--- src/hw/rtl/ethernet_ipv4_header_parser_unit_macros.svh ---
// Assertion macros for the Ethernet/IPv4 header parser.
`ifndef ETHERNET_IPV4_HEADER_PARSER_UNIT_MACROS_SVH
`define ETHERNET_IPV4_HEADER_PARSER_UNIT_MACROS_SVH

// Property must hold at every clock edge outside reset.
`define EIPHP_ASSERT(label, prop, msg) \
   label: assert property (@(posedge clock) disable iff (reset) (prop)) else $error(msg);

// Condition must never be seen outside reset.
`define EIPHP_ASSERT_NEVER(label, cond, msg) \
   label: assert property (@(posedge clock) disable iff (reset) !(cond)) else $error(msg);

`endif

--- src/hw/rtl/eiphp_pkg.sv ---
// Shared types and constants for the Ethernet/IPv4 header parser.
package eiphp_pkg;

   localparam logic [15:0] MAX_FRAME_BYTES = 16'd65535;

   localparam logic [15:0] KIND_ARP  = 16'h0806;
   localparam logic [15:0] KIND_IPV4 = 16'h0800;
   localparam logic [7:0]  ARP_CODE  = 8'hFE;
   localparam logic [7:0]  PROTO_TCP = 8'd6;
   localparam logic [7:0]  PROTO_UDP = 8'd17;

   localparam logic [15:0] ETH_LEN   = 16'd14;
   localparam logic [15:0] ARP_BODY  = 16'd28;
   localparam logic [15:0] IPV4_MIN  = 16'd20;
   localparam logic [15:0] TCP_MIN   = 16'd20;
   localparam logic [15:0] UDP_MIN   = 16'd8;

   // Byte positions inside the frame
   localparam logic [15:0] POS_KIND_HI  = 16'd12;
   localparam logic [15:0] POS_KIND_LO  = 16'd13;
   localparam logic [15:0] POS_VER_IHL  = 16'd14;
   localparam logic [15:0] POS_PROTO    = 16'd23;
   localparam logic [15:0] POS_IP_SA    = 16'd26;
   localparam logic [15:0] POS_IP_DA    = 16'd30;
   localparam logic [15:0] POS_ARP_SA   = 16'd28;
   localparam logic [15:0] POS_ARP_DA   = 16'd38;

   localparam int          CSR_ADDR_W        = 3;
   localparam logic [CSR_ADDR_W-1:0] CSR_PAYLOAD_CAP = 3'd0;
   localparam logic [15:0] PAYLOAD_CAP_RESET = 16'd1500;

   // Per-frame collected header state
   typedef struct packed {
      logic [15:0] length;
      logic [15:0] kind;
      logic [3:0]  version;
      logic [3:0]  ihl;
      logic [7:0]  proto;
      logic [31:0] src_addr;
      logic [31:0] dst_addr;
      logic [15:0] l4_sport;
      logic [15:0] l4_dport;
   } frame_state_type;

   // One summary result
   typedef struct packed {
      logic        accepted;
      logic [7:0]  protocol;
      logic [31:0] source_address;
      logic [31:0] dest_address;
      logic [15:0] source_port;
      logic [15:0] dest_port;
      logic [15:0] payload_length;
   } summary_type;

   // Offset of the transport header: 14 + IHL*4
   function automatic logic [15:0] port_base(input logic [3:0] ihl);
      port_base = ETH_LEN + {10'd0, ihl, 2'b00};
   endfunction

endpackage

--- src/hw/rtl/eiphp_byte_track.sv ---
// Per-byte header field capture for one frame at a time.
module eiphp_byte_track (
   input  logic                       clock,
   input  logic                       reset,
   input  logic                       take,
   input  logic [7:0]                 frame_byte,
   input  logic                       last_byte,
   output eiphp_pkg::frame_state_type frame_now
);

   eiphp_pkg::frame_state_type state_ff;
   eiphp_pkg::frame_state_type state_in;
   eiphp_pkg::frame_state_type upd;
   logic [15:0] p;
   logic [3:0]  ihl_eff;
   logic [15:0] t;

   always_comb begin
      upd     = state_ff;
      p       = state_ff.length;
      // IHL written on this very byte counts already
      ihl_eff = (p == eiphp_pkg::POS_VER_IHL) ? frame_byte[3:0] : state_ff.ihl;
      t       = eiphp_pkg::port_base(ihl_eff);
      if (state_ff.length != eiphp_pkg::MAX_FRAME_BYTES) begin
         upd.length = state_ff.length + 16'd1;
         if (p == eiphp_pkg::POS_KIND_HI) begin
            upd.kind = {frame_byte, 8'h00};
         end
         if (p == eiphp_pkg::POS_KIND_LO) begin
            upd.kind = {state_ff.kind[15:8], state_ff.kind[7:0] | frame_byte};
         end
         if (p >= eiphp_pkg::ETH_LEN) begin
            if (state_ff.kind == eiphp_pkg::KIND_ARP) begin
               if (p >= eiphp_pkg::POS_ARP_SA && p < eiphp_pkg::POS_ARP_SA + 16'd4) begin
                  upd.src_addr = {state_ff.src_addr[23:0], frame_byte};
               end
               if (p >= eiphp_pkg::POS_ARP_DA && p < eiphp_pkg::POS_ARP_DA + 16'd4) begin
                  upd.dst_addr = {state_ff.dst_addr[23:0], frame_byte};
               end
            end else if (state_ff.kind == eiphp_pkg::KIND_IPV4) begin
               if (p == eiphp_pkg::POS_VER_IHL) begin
                  upd.version = frame_byte[7:4];
                  upd.ihl     = frame_byte[3:0];
               end
               if (p == eiphp_pkg::POS_PROTO) begin
                  upd.proto = frame_byte;
               end
               if (p >= eiphp_pkg::POS_IP_SA && p < eiphp_pkg::POS_IP_SA + 16'd4) begin
                  upd.src_addr = {state_ff.src_addr[23:0], frame_byte};
               end
               if (p >= eiphp_pkg::POS_IP_DA && p < eiphp_pkg::POS_IP_DA + 16'd4) begin
                  upd.dst_addr = {state_ff.dst_addr[23:0], frame_byte};
               end
               if (p >= t && p < t + 16'd2) begin
                  upd.l4_sport = {state_ff.l4_sport[7:0], frame_byte};
               end
               if (p >= t + 16'd2 && p < t + 16'd4) begin
                  upd.l4_dport = {state_ff.l4_dport[7:0], frame_byte};
               end
            end
         end
      end
   end

   always_comb begin
      state_in = state_ff;
      if (take) begin
         state_in = last_byte ? '0 : upd;
      end
   end

   always_ff @(posedge clock) begin
      if (reset) begin
         state_ff <= '0;
      end else begin
         state_ff <= state_in;
      end
   end

   assign frame_now = upd;

endmodule

--- src/hw/rtl/eiphp_summary.sv ---
// Frame summary from collected header fields.
module eiphp_summary (
   input  eiphp_pkg::frame_state_type frame,
   input  logic [15:0]                payload_cap,
   output eiphp_pkg::summary_type     summary
);

   logic [15:0] len;
   logic [15:0] t;
   logic [15:0] need;
   logic [15:0] pay;
   logic        is_l4;
   logic        ok;
   eiphp_pkg::summary_type res;

   always_comb begin
      len   = frame.length;
      t     = eiphp_pkg::port_base(frame.ihl);
      is_l4 = (frame.proto == eiphp_pkg::PROTO_TCP) || (frame.proto == eiphp_pkg::PROTO_UDP);
      need  = (frame.proto == eiphp_pkg::PROTO_TCP) ? eiphp_pkg::TCP_MIN : eiphp_pkg::UDP_MIN;
      pay   = (t < len) ? (len - t) : 16'd0;
      if (pay > payload_cap) begin
         pay = payload_cap;
      end
      res = '0;
      ok  = 1'b0;
      if (len >= eiphp_pkg::ETH_LEN) begin
         if (frame.kind == eiphp_pkg::KIND_ARP) begin
            ok           = 1'b1;
            res.protocol = eiphp_pkg::ARP_CODE;
            if (len >= eiphp_pkg::ETH_LEN + eiphp_pkg::ARP_BODY) begin
               res.source_address = frame.src_addr;
               res.dest_address   = frame.dst_addr;
            end
         end else if (frame.kind == eiphp_pkg::KIND_IPV4 &&
                      len >= eiphp_pkg::ETH_LEN + eiphp_pkg::IPV4_MIN &&
                      frame.version == 4'd4) begin
            ok                 = 1'b1;
            res.protocol       = frame.proto;
            res.source_address = frame.src_addr;
            res.dest_address   = frame.dst_addr;
            res.payload_length = pay;
            if (is_l4) begin
               if (len >= t + need) begin
                  res.source_port = frame.l4_sport;
                  res.dest_port   = frame.l4_dport;
               end else begin
                  ok = 1'b0;
               end
            end
         end
      end
      if (!ok) begin
         res = '0;
      end
      res.accepted = ok;
   end

   assign summary = res;

endmodule

--- src/hw/rtl/ethernet_ipv4_header_parser_unit.sv ---
// A frame's last byte is held in the input register, then in the frame snapshot, before its summary is registered.
// Throughput: one byte per cycle while rsp is not back-pressured; summaries back to back, even for 1-byte frames.
// Stages: input register, header capture, frame snapshot, summary eval, output register.
// Reset: synchronous, active high; clears valids, frame state; payload_cap -> 1500.
// Back-pressure on rsp stalls req only when a last byte cannot move on.
// Top level of the Ethernet/IPv4 header parser.
`include "ethernet_ipv4_header_parser_unit_macros.svh"

module ethernet_ipv4_header_parser_unit (
   input  logic                             clock,
   input  logic                             reset,
   // request stream
   input  logic                             req_tvalid,
   output logic                             req_tready,
   input  logic [7:0]                       req_tdata,   // [7:0] frame_byte
   input  logic                             req_tlast,   // last_byte
   // result stream
   output logic                             rsp_tvalid,
   input  logic                             rsp_tready,
   // [7:0] protocol, [39:8] source_address, [71:40] dest_address,
   // [87:72] source_port, [103:88] dest_port, [119:104] payload_length
   output logic [119:0]                     rsp_tdata,
   output logic                             rsp_tuser,   // [0] accepted
   // register port
   input  logic                             csr_psel,
   input  logic                             csr_penable,
   input  logic                             csr_pwrite,
   input  logic [eiphp_pkg::CSR_ADDR_W-1:0] csr_paddr,
   input  logic [31:0]                      csr_pwdata,
   output logic [31:0]                      csr_prdata,
   output logic                             csr_pready
);

   // --- payload cap register ---
   logic [15:0] cap_ff, cap_in;
   logic        csr_wr;

   assign csr_pready = 1'b1;
   assign csr_wr     = csr_psel & csr_penable & csr_pwrite & csr_pready;

   always_comb begin
      cap_in = cap_ff;
      if (csr_wr && csr_paddr == eiphp_pkg::CSR_PAYLOAD_CAP) begin
         cap_in = csr_pwdata[15:0];
      end
   end

   assign csr_prdata = (csr_paddr == eiphp_pkg::CSR_PAYLOAD_CAP) ? {16'd0, cap_ff} : 32'd0;

   // --- flow control ---
   logic in_valid_ff, in_valid_in;
   logic [7:0] in_byte_ff, in_byte_in;
   logic in_last_ff, in_last_in;
   logic snap_valid_ff, snap_valid_in;
   eiphp_pkg::frame_state_type snap_ff, snap_in;
   logic rsp_valid_ff, rsp_valid_in;
   eiphp_pkg::summary_type rsp_ff, rsp_in;

   logic out_free, snap_free, in_go, out_load, req_take;
   eiphp_pkg::frame_state_type frame_now;
   eiphp_pkg::summary_type summary;

   assign out_free  = !rsp_valid_ff || rsp_tready;
   assign out_load  = snap_valid_ff && out_free;
   assign snap_free = !snap_valid_ff || out_free;
   // non-last bytes only touch frame state and never wait
   assign in_go      = in_valid_ff && (!in_last_ff || snap_free);
   assign req_tready = !in_valid_ff || in_go;
   assign req_take   = req_tvalid && req_tready;

   eiphp_byte_track u_track (
      .clock      (clock),
      .reset      (reset),
      .take       (in_go),
      .frame_byte (in_byte_ff),
      .last_byte  (in_last_ff),
      .frame_now  (frame_now)
   );

   eiphp_summary u_summary (
      .frame       (snap_ff),
      .payload_cap (cap_ff),
      .summary     (summary)
   );

   always_comb begin
      in_valid_in = in_valid_ff;
      in_byte_in  = in_byte_ff;
      in_last_in  = in_last_ff;
      if (req_tready) begin
         in_valid_in = req_tvalid;
         in_byte_in  = req_tdata;
         in_last_in  = req_tlast;
      end

      snap_valid_in = snap_valid_ff;
      snap_in       = snap_ff;
      if (in_go && in_last_ff) begin
         snap_valid_in = 1'b1;
         snap_in       = frame_now;
      end else if (out_load) begin
         snap_valid_in = 1'b0;
      end

      rsp_valid_in = rsp_valid_ff;
      rsp_in       = rsp_ff;
      if (out_load) begin
         rsp_valid_in = 1'b1;
         rsp_in       = summary;
      end else if (rsp_tready) begin
         rsp_valid_in = 1'b0;
      end
   end

   always_ff @(posedge clock) begin
      if (reset) begin
         cap_ff        <= eiphp_pkg::PAYLOAD_CAP_RESET;
         in_valid_ff   <= 1'b0;
         snap_valid_ff <= 1'b0;
         rsp_valid_ff  <= 1'b0;
      end else begin
         cap_ff        <= cap_in;
         in_valid_ff   <= in_valid_in;
         snap_valid_ff <= snap_valid_in;
         rsp_valid_ff  <= rsp_valid_in;
      end
   end

   // payload, no reset
   always_ff @(posedge clock) begin
      in_byte_ff <= in_byte_in;
      in_last_ff <= in_last_in;
      snap_ff    <= snap_in;
      rsp_ff     <= rsp_in;
   end

   assign rsp_tvalid = rsp_valid_ff;
   assign rsp_tuser  = rsp_ff.accepted;
   assign rsp_tdata  = {rsp_ff.payload_length, rsp_ff.dest_port, rsp_ff.source_port,
                        rsp_ff.dest_address, rsp_ff.source_address, rsp_ff.protocol};

   // --- checks ---
   `EIPHP_ASSERT(a_reject_zero, (rsp_valid_ff && !rsp_ff.accepted) |-> (rsp_tdata == 120'd0), "rejected summary carries nonzero fields")
   `EIPHP_ASSERT(a_pay_capped, (rsp_valid_ff && rsp_ff.accepted) |-> (rsp_ff.payload_length <= cap_ff), "payload length above cap")
   `EIPHP_ASSERT(a_snap_kept, (snap_valid_ff && !out_free) |=> snap_valid_ff, "pending summary dropped")
   `EIPHP_ASSERT_NEVER(a_last_lost, in_valid_ff && in_last_ff && in_go && snap_valid_ff && !out_load, "last byte overwrote pending summary")

endmodule

--- config.mk ---
export PLATFORM = sky130hd
export DESIGN_NAME = ethernet_ipv4_header_parser_unit
export DESIGN_NICKNAME = d
export VERILOG_FILES = /design/src/hw/rtl/eiphp_pkg.sv /design/src/hw/rtl/eiphp_byte_track.sv /design/src/hw/rtl/eiphp_summary.sv /design/src/hw/rtl/ethernet_ipv4_header_parser_unit.sv
export VERILOG_INCLUDE_DIRS = /design/src /design/src/hw/rtl
export SDC_FILE = /design/constraint.sdc
export NUM_CORES = 1
export LEC_CHECK = 0
export ABC_CLOCK_PERIOD_IN_PS = 9900
export CAP_MARGIN = 20
export CORE_UTILIZATION = 59
export DETAILED_ROUTE_END_ITERATION = 16
export DONT_BUFFER_PORTS = 1
export GPL_TIMING_DRIVEN = 1
export PLACE_DENSITY = 0.77
export SETUP_SLACK_MARGIN = 0.4
export SLEW_MARGIN = 10
export SYNTH_ARGS = -nofsm -noshare
export SYNTH_HDL_FRONTEND = slang
export SYNTH_SLANG_ARGS = --single-unit
export TNS_END_PERCENT = 5
--- constraint.sdc ---
create_clock -name clock -period 9.9 [get_ports clock]
set_input_delay 0 -clock clock [delete_from_list [all_inputs] [get_ports clock]]
set_output_delay 0 -clock clock [all_outputs]
set_load 0.01 [all_outputs]
==> impl_metrics.json <==
{
  "via_count": 11920,
  "ys.flop_type": "edfxtp_1",
  "hold_viol_final": 0,
  "area_delta_synth_final_pct": 11.38,
  "io_buffers": 0,
  "synth_edf_count": 274,
  "post_cts_resized": 0,
  "drv_slew": 0,
  "globalplace.congestion": 0.8664,
  "dr.pass1.iters": 5,
  "synth.distinct_cells": 71,
  "syn_area_um2": 18840,
  "skew_ns": 0.01409,
  "ys_top_cells_by_area": "edfxtp_1 44%, dfxtp_1 17%, mux2_2 5.0%",
  "coreArea_um2": 31470,
  "layout_commonest_cell": "edfxtp_1",
  "drt-initial-drc-count": 1045,
  "start_util_pct": 59.84,
  "layout_min_cycle_time_ns": 5.330,
  "critPathMostFrequentCell": "ha_1",
  "p_sw_uw": 738.0,
  "status": "finished clean",
  "cp-start-kind": "flop",
  "power_frac_seq_pct": 53.4,
  "period_share_pct": 53.84,
  "crit_arrival_ns": 5.62,
  "ir_drop_mv": 0.1615,
  "grt_pass1_vias": 11510,
  "cts-root-buf": "clkbuf_16",
  "h-tree-depth": 2,
  "avgViaCountPerCell": 5.918,
  "die_area_um2": 32640,
  "syn-instance-count": 1560,
  "swShare_pct": 20.26,
  "worst_slew_pin_slew_ns": 1.060,
  "grt-ovfl-total": 0,
  "path_buf_inv": 2,
  "synth_top_area_share_pct": 43.68,
  "setup_viol": 0,
  "wl_per_cell_um": 18.71,
  "leakagePower_nw": 8.300,
  "max_freq_mhz": 187.6,
  "fill_cells": 2298,
  "cp.depth": 16,
  "die-height_um": 180.7,
  "slowest_stage": "o2bb2ai_1",
  "comb_power_share_pct": 2.2,
  "cts_tree": "yes",
  "crit_family": "compound AO/OA/AOI/OAI gates",
  "cts_buffers": 44,
  "final_antenna_net_count": 0,
  "synth_seq_cells": 437,
  "insertion_delay_ns": 0.54,
  "worstHoldPathType": "primary input to flop",
  "power_mw": 3.643,
  "layout.nets": 1678,
  "drt-total-wl_mm": 37.67,
  "diodes": 0,
  "grt_util_all_layers_pct": 23.25,
  "clkSinkCount": 437,
  "ios": 207,
  "die_w_um": 180.7,
  "antenna_found_initial": 0,
  "fp-row-count": 65,
  "p_per_area_nw_per_um2": 173.7,
  "clk_pin_slew_ns": 0.06,
  "ys_seq_area_share_pct": 61.01,
  "clock_path_buffers": 3,
  "avgSynthCellArea_um2": 12.07,
  "p_clk_share_pct": 44.5,
  "crit_chain": "inv_1 > ha_1 > nand3b_1 > ha_1 > or3_1 > a31o_2 > o2bb2ai_1 > a22oi_1 > ha_1 > nand4_1 > a211oi_1 > o31ai_1 > a41oi_2 > buf_4 > mux2i_1 > nor2_1",
  "grt_max_degree": 62,
  "ys_warn_count": 0,
  "cap_violations": 0,
  "cpPeakStageDelay_ns": 0.70,
  "p_int_mw": 2.905,
  "crit_type": "flop to flop",
  "required_ns": 10.19,
  "holdPathStages": 4,
  "cp_max_fo": 13,
  "drc": 0,
  "synth-async-reset-ratio_pct": 0,
  "rsz0062_at_grt": "no",
  "final_cell_mix": "274 x edfxtp_1, 187 x nand2_1, 163 x dfxtp_1",
  "layout-drive-gt1-share_pct": 12.28,
  "end_kind": "flop",
  "post-synth-top-area-cell": "edfxtp_1",
  "tns_ns": 0,
  "pre_cts_ws_ns": 4.578,
  "slew_headroom_pct": 29.14,
  "r2r_cells": 16,
  "place_hpwl_mm": 23.88,
  "grt_pass1_wl_mm": 61.04,
  "fin_ws_ns": 4.570
}
[final timing paths]
check,start,end,slack [ns]
worst max-delay path,snap_ff[104]$_DFFE_PP_,rsp_tdata[104]$_SDFFCE_PP0P_,4.57
worst min-delay path,reset,u_track.p[5]$_SDFFE_PP0P_,0.04
worst max register to register,snap_ff[104]$_DFFE_PP_,rsp_tdata[104]$_SDFFCE_PP0P_,4.57
worst min register to register,u_track.state_ff[97]$_SDFFE_PP0P_,u_track.state_ff[97]$_SDFFE_PP0P_,0.47
[flip-flops by register name, summed over array words and instances (netlist names)]
name	flops
u_track.state_ff	128
rsp_tdata	120
rsp_tuser	1
in_valid_ff	1
snap_ff	144
cap_ff	16
in_last_ff	1
snap_valid_ff	1
rsp_tvalid	1
in_byte_ff	8
u_track.p	16
[cell families (layout without fill, tap and decap cells)]
| family | after synthesis | in the layout | synth area share (%) |
|---|---|---|---|
| mux | 98 | 98 | 5.759 |
| fa+ha+maj | 50 | 50 | 3.401 |
| simple gates | 510 | 510 | 13.82 |
| compound gates | 295 | 295 | 11.53 |
| other cells | 2 | 17 | 0.03987 |
| xor+xnor | 23 | 23 | 1.069 |
| flops | 437 | 437 | 61.01 |
| buf+inv | 145 | 182 | 3.381 |
[tightest hold or removal path: stages]
cell,delay (ns)
nor3_2,0.03
buf_4,0.29
nand2_1,0.13
o21ai_0,0.06
[repair_timing]
action / CTS / global route
hold buffers: 40 / 0
buffers inserted: 0 / 0
endpoints found under the hold margin: 59 / 0
[metrics by stage]
stage / utilization (%) / area (µm²) / hold slack, ns / cells
floorplan: - / 18890 / 0.09887 / 1575
global placement: 60.62 / 19080 / 0.08410 / 1889
detailed placement: 60.64 / 19090 / 0.08564 / 1890
CTS: 66.51 / 20930 / 0.008195 / 2011
global route: 66.65 / 20980 / 0.04076 / 2014
finish: 66.65 / 20980 / 0.03560 / 2014
[Yosys cell counts, types with 10 or more instances]
cell type	count
a22o_1	87
xnor2_1	16
nor2_1	80
clkbuf_1	64
nand2_1	187
or3_1	10
a21oi_1	67
ha_1	48
a211oi_1	10
nor4_1	10
a32o_1	21
edfxtp_1	274
inv_1	40
nor3_1	17
mux2i_1	15
nand4_1	14
dfxtp_1	163
mux2_2	83
and2_1	53
nor2b_1	70
o21ai_0	36
buf_4	18
nand3_1	17
buf_2	20
[cell type report]
cell class / instances / area [µm²] / share of cell area [%]
clock buffers: 56 / 1219 / 5.809
multi-input cells: 993 / 6807 / 32.44
flip-flops and latches: 437 / 11490 / 54.77
clock inverters: 25 / 219.0 / 1.044
inverters: 40 / 150.1 / 0.7157
well taps: 402 / 503.0 / 2.398
repair buffers: 61 / 590.6 / 2.815
[per-layer routing]
layer | up-vias | wire length (µm) | GRT usage, %
li1 | 5716 | - | -
met5 | - | 0 | 0
met2 | 337 | 17700 | 37.13
met1 | 5797 | 16850 | 31.59
met4 | 0 | 908 | 8.718
met3 | 68 | 2218 | 4.466
[power by group through the flow]
stage               sequential [mW]  clock (mW)  combinational [mW]
floorplan                      1.98           0              0.0589
global placement               1.98           0              0.0646
detailed placement             1.98           0              0.0658
CTS                            1.94        1.65              0.0786
global route                   1.94        1.73              0.0864
finish                         1.94        1.62              0.0791
(Power assumes the default switching activity.)
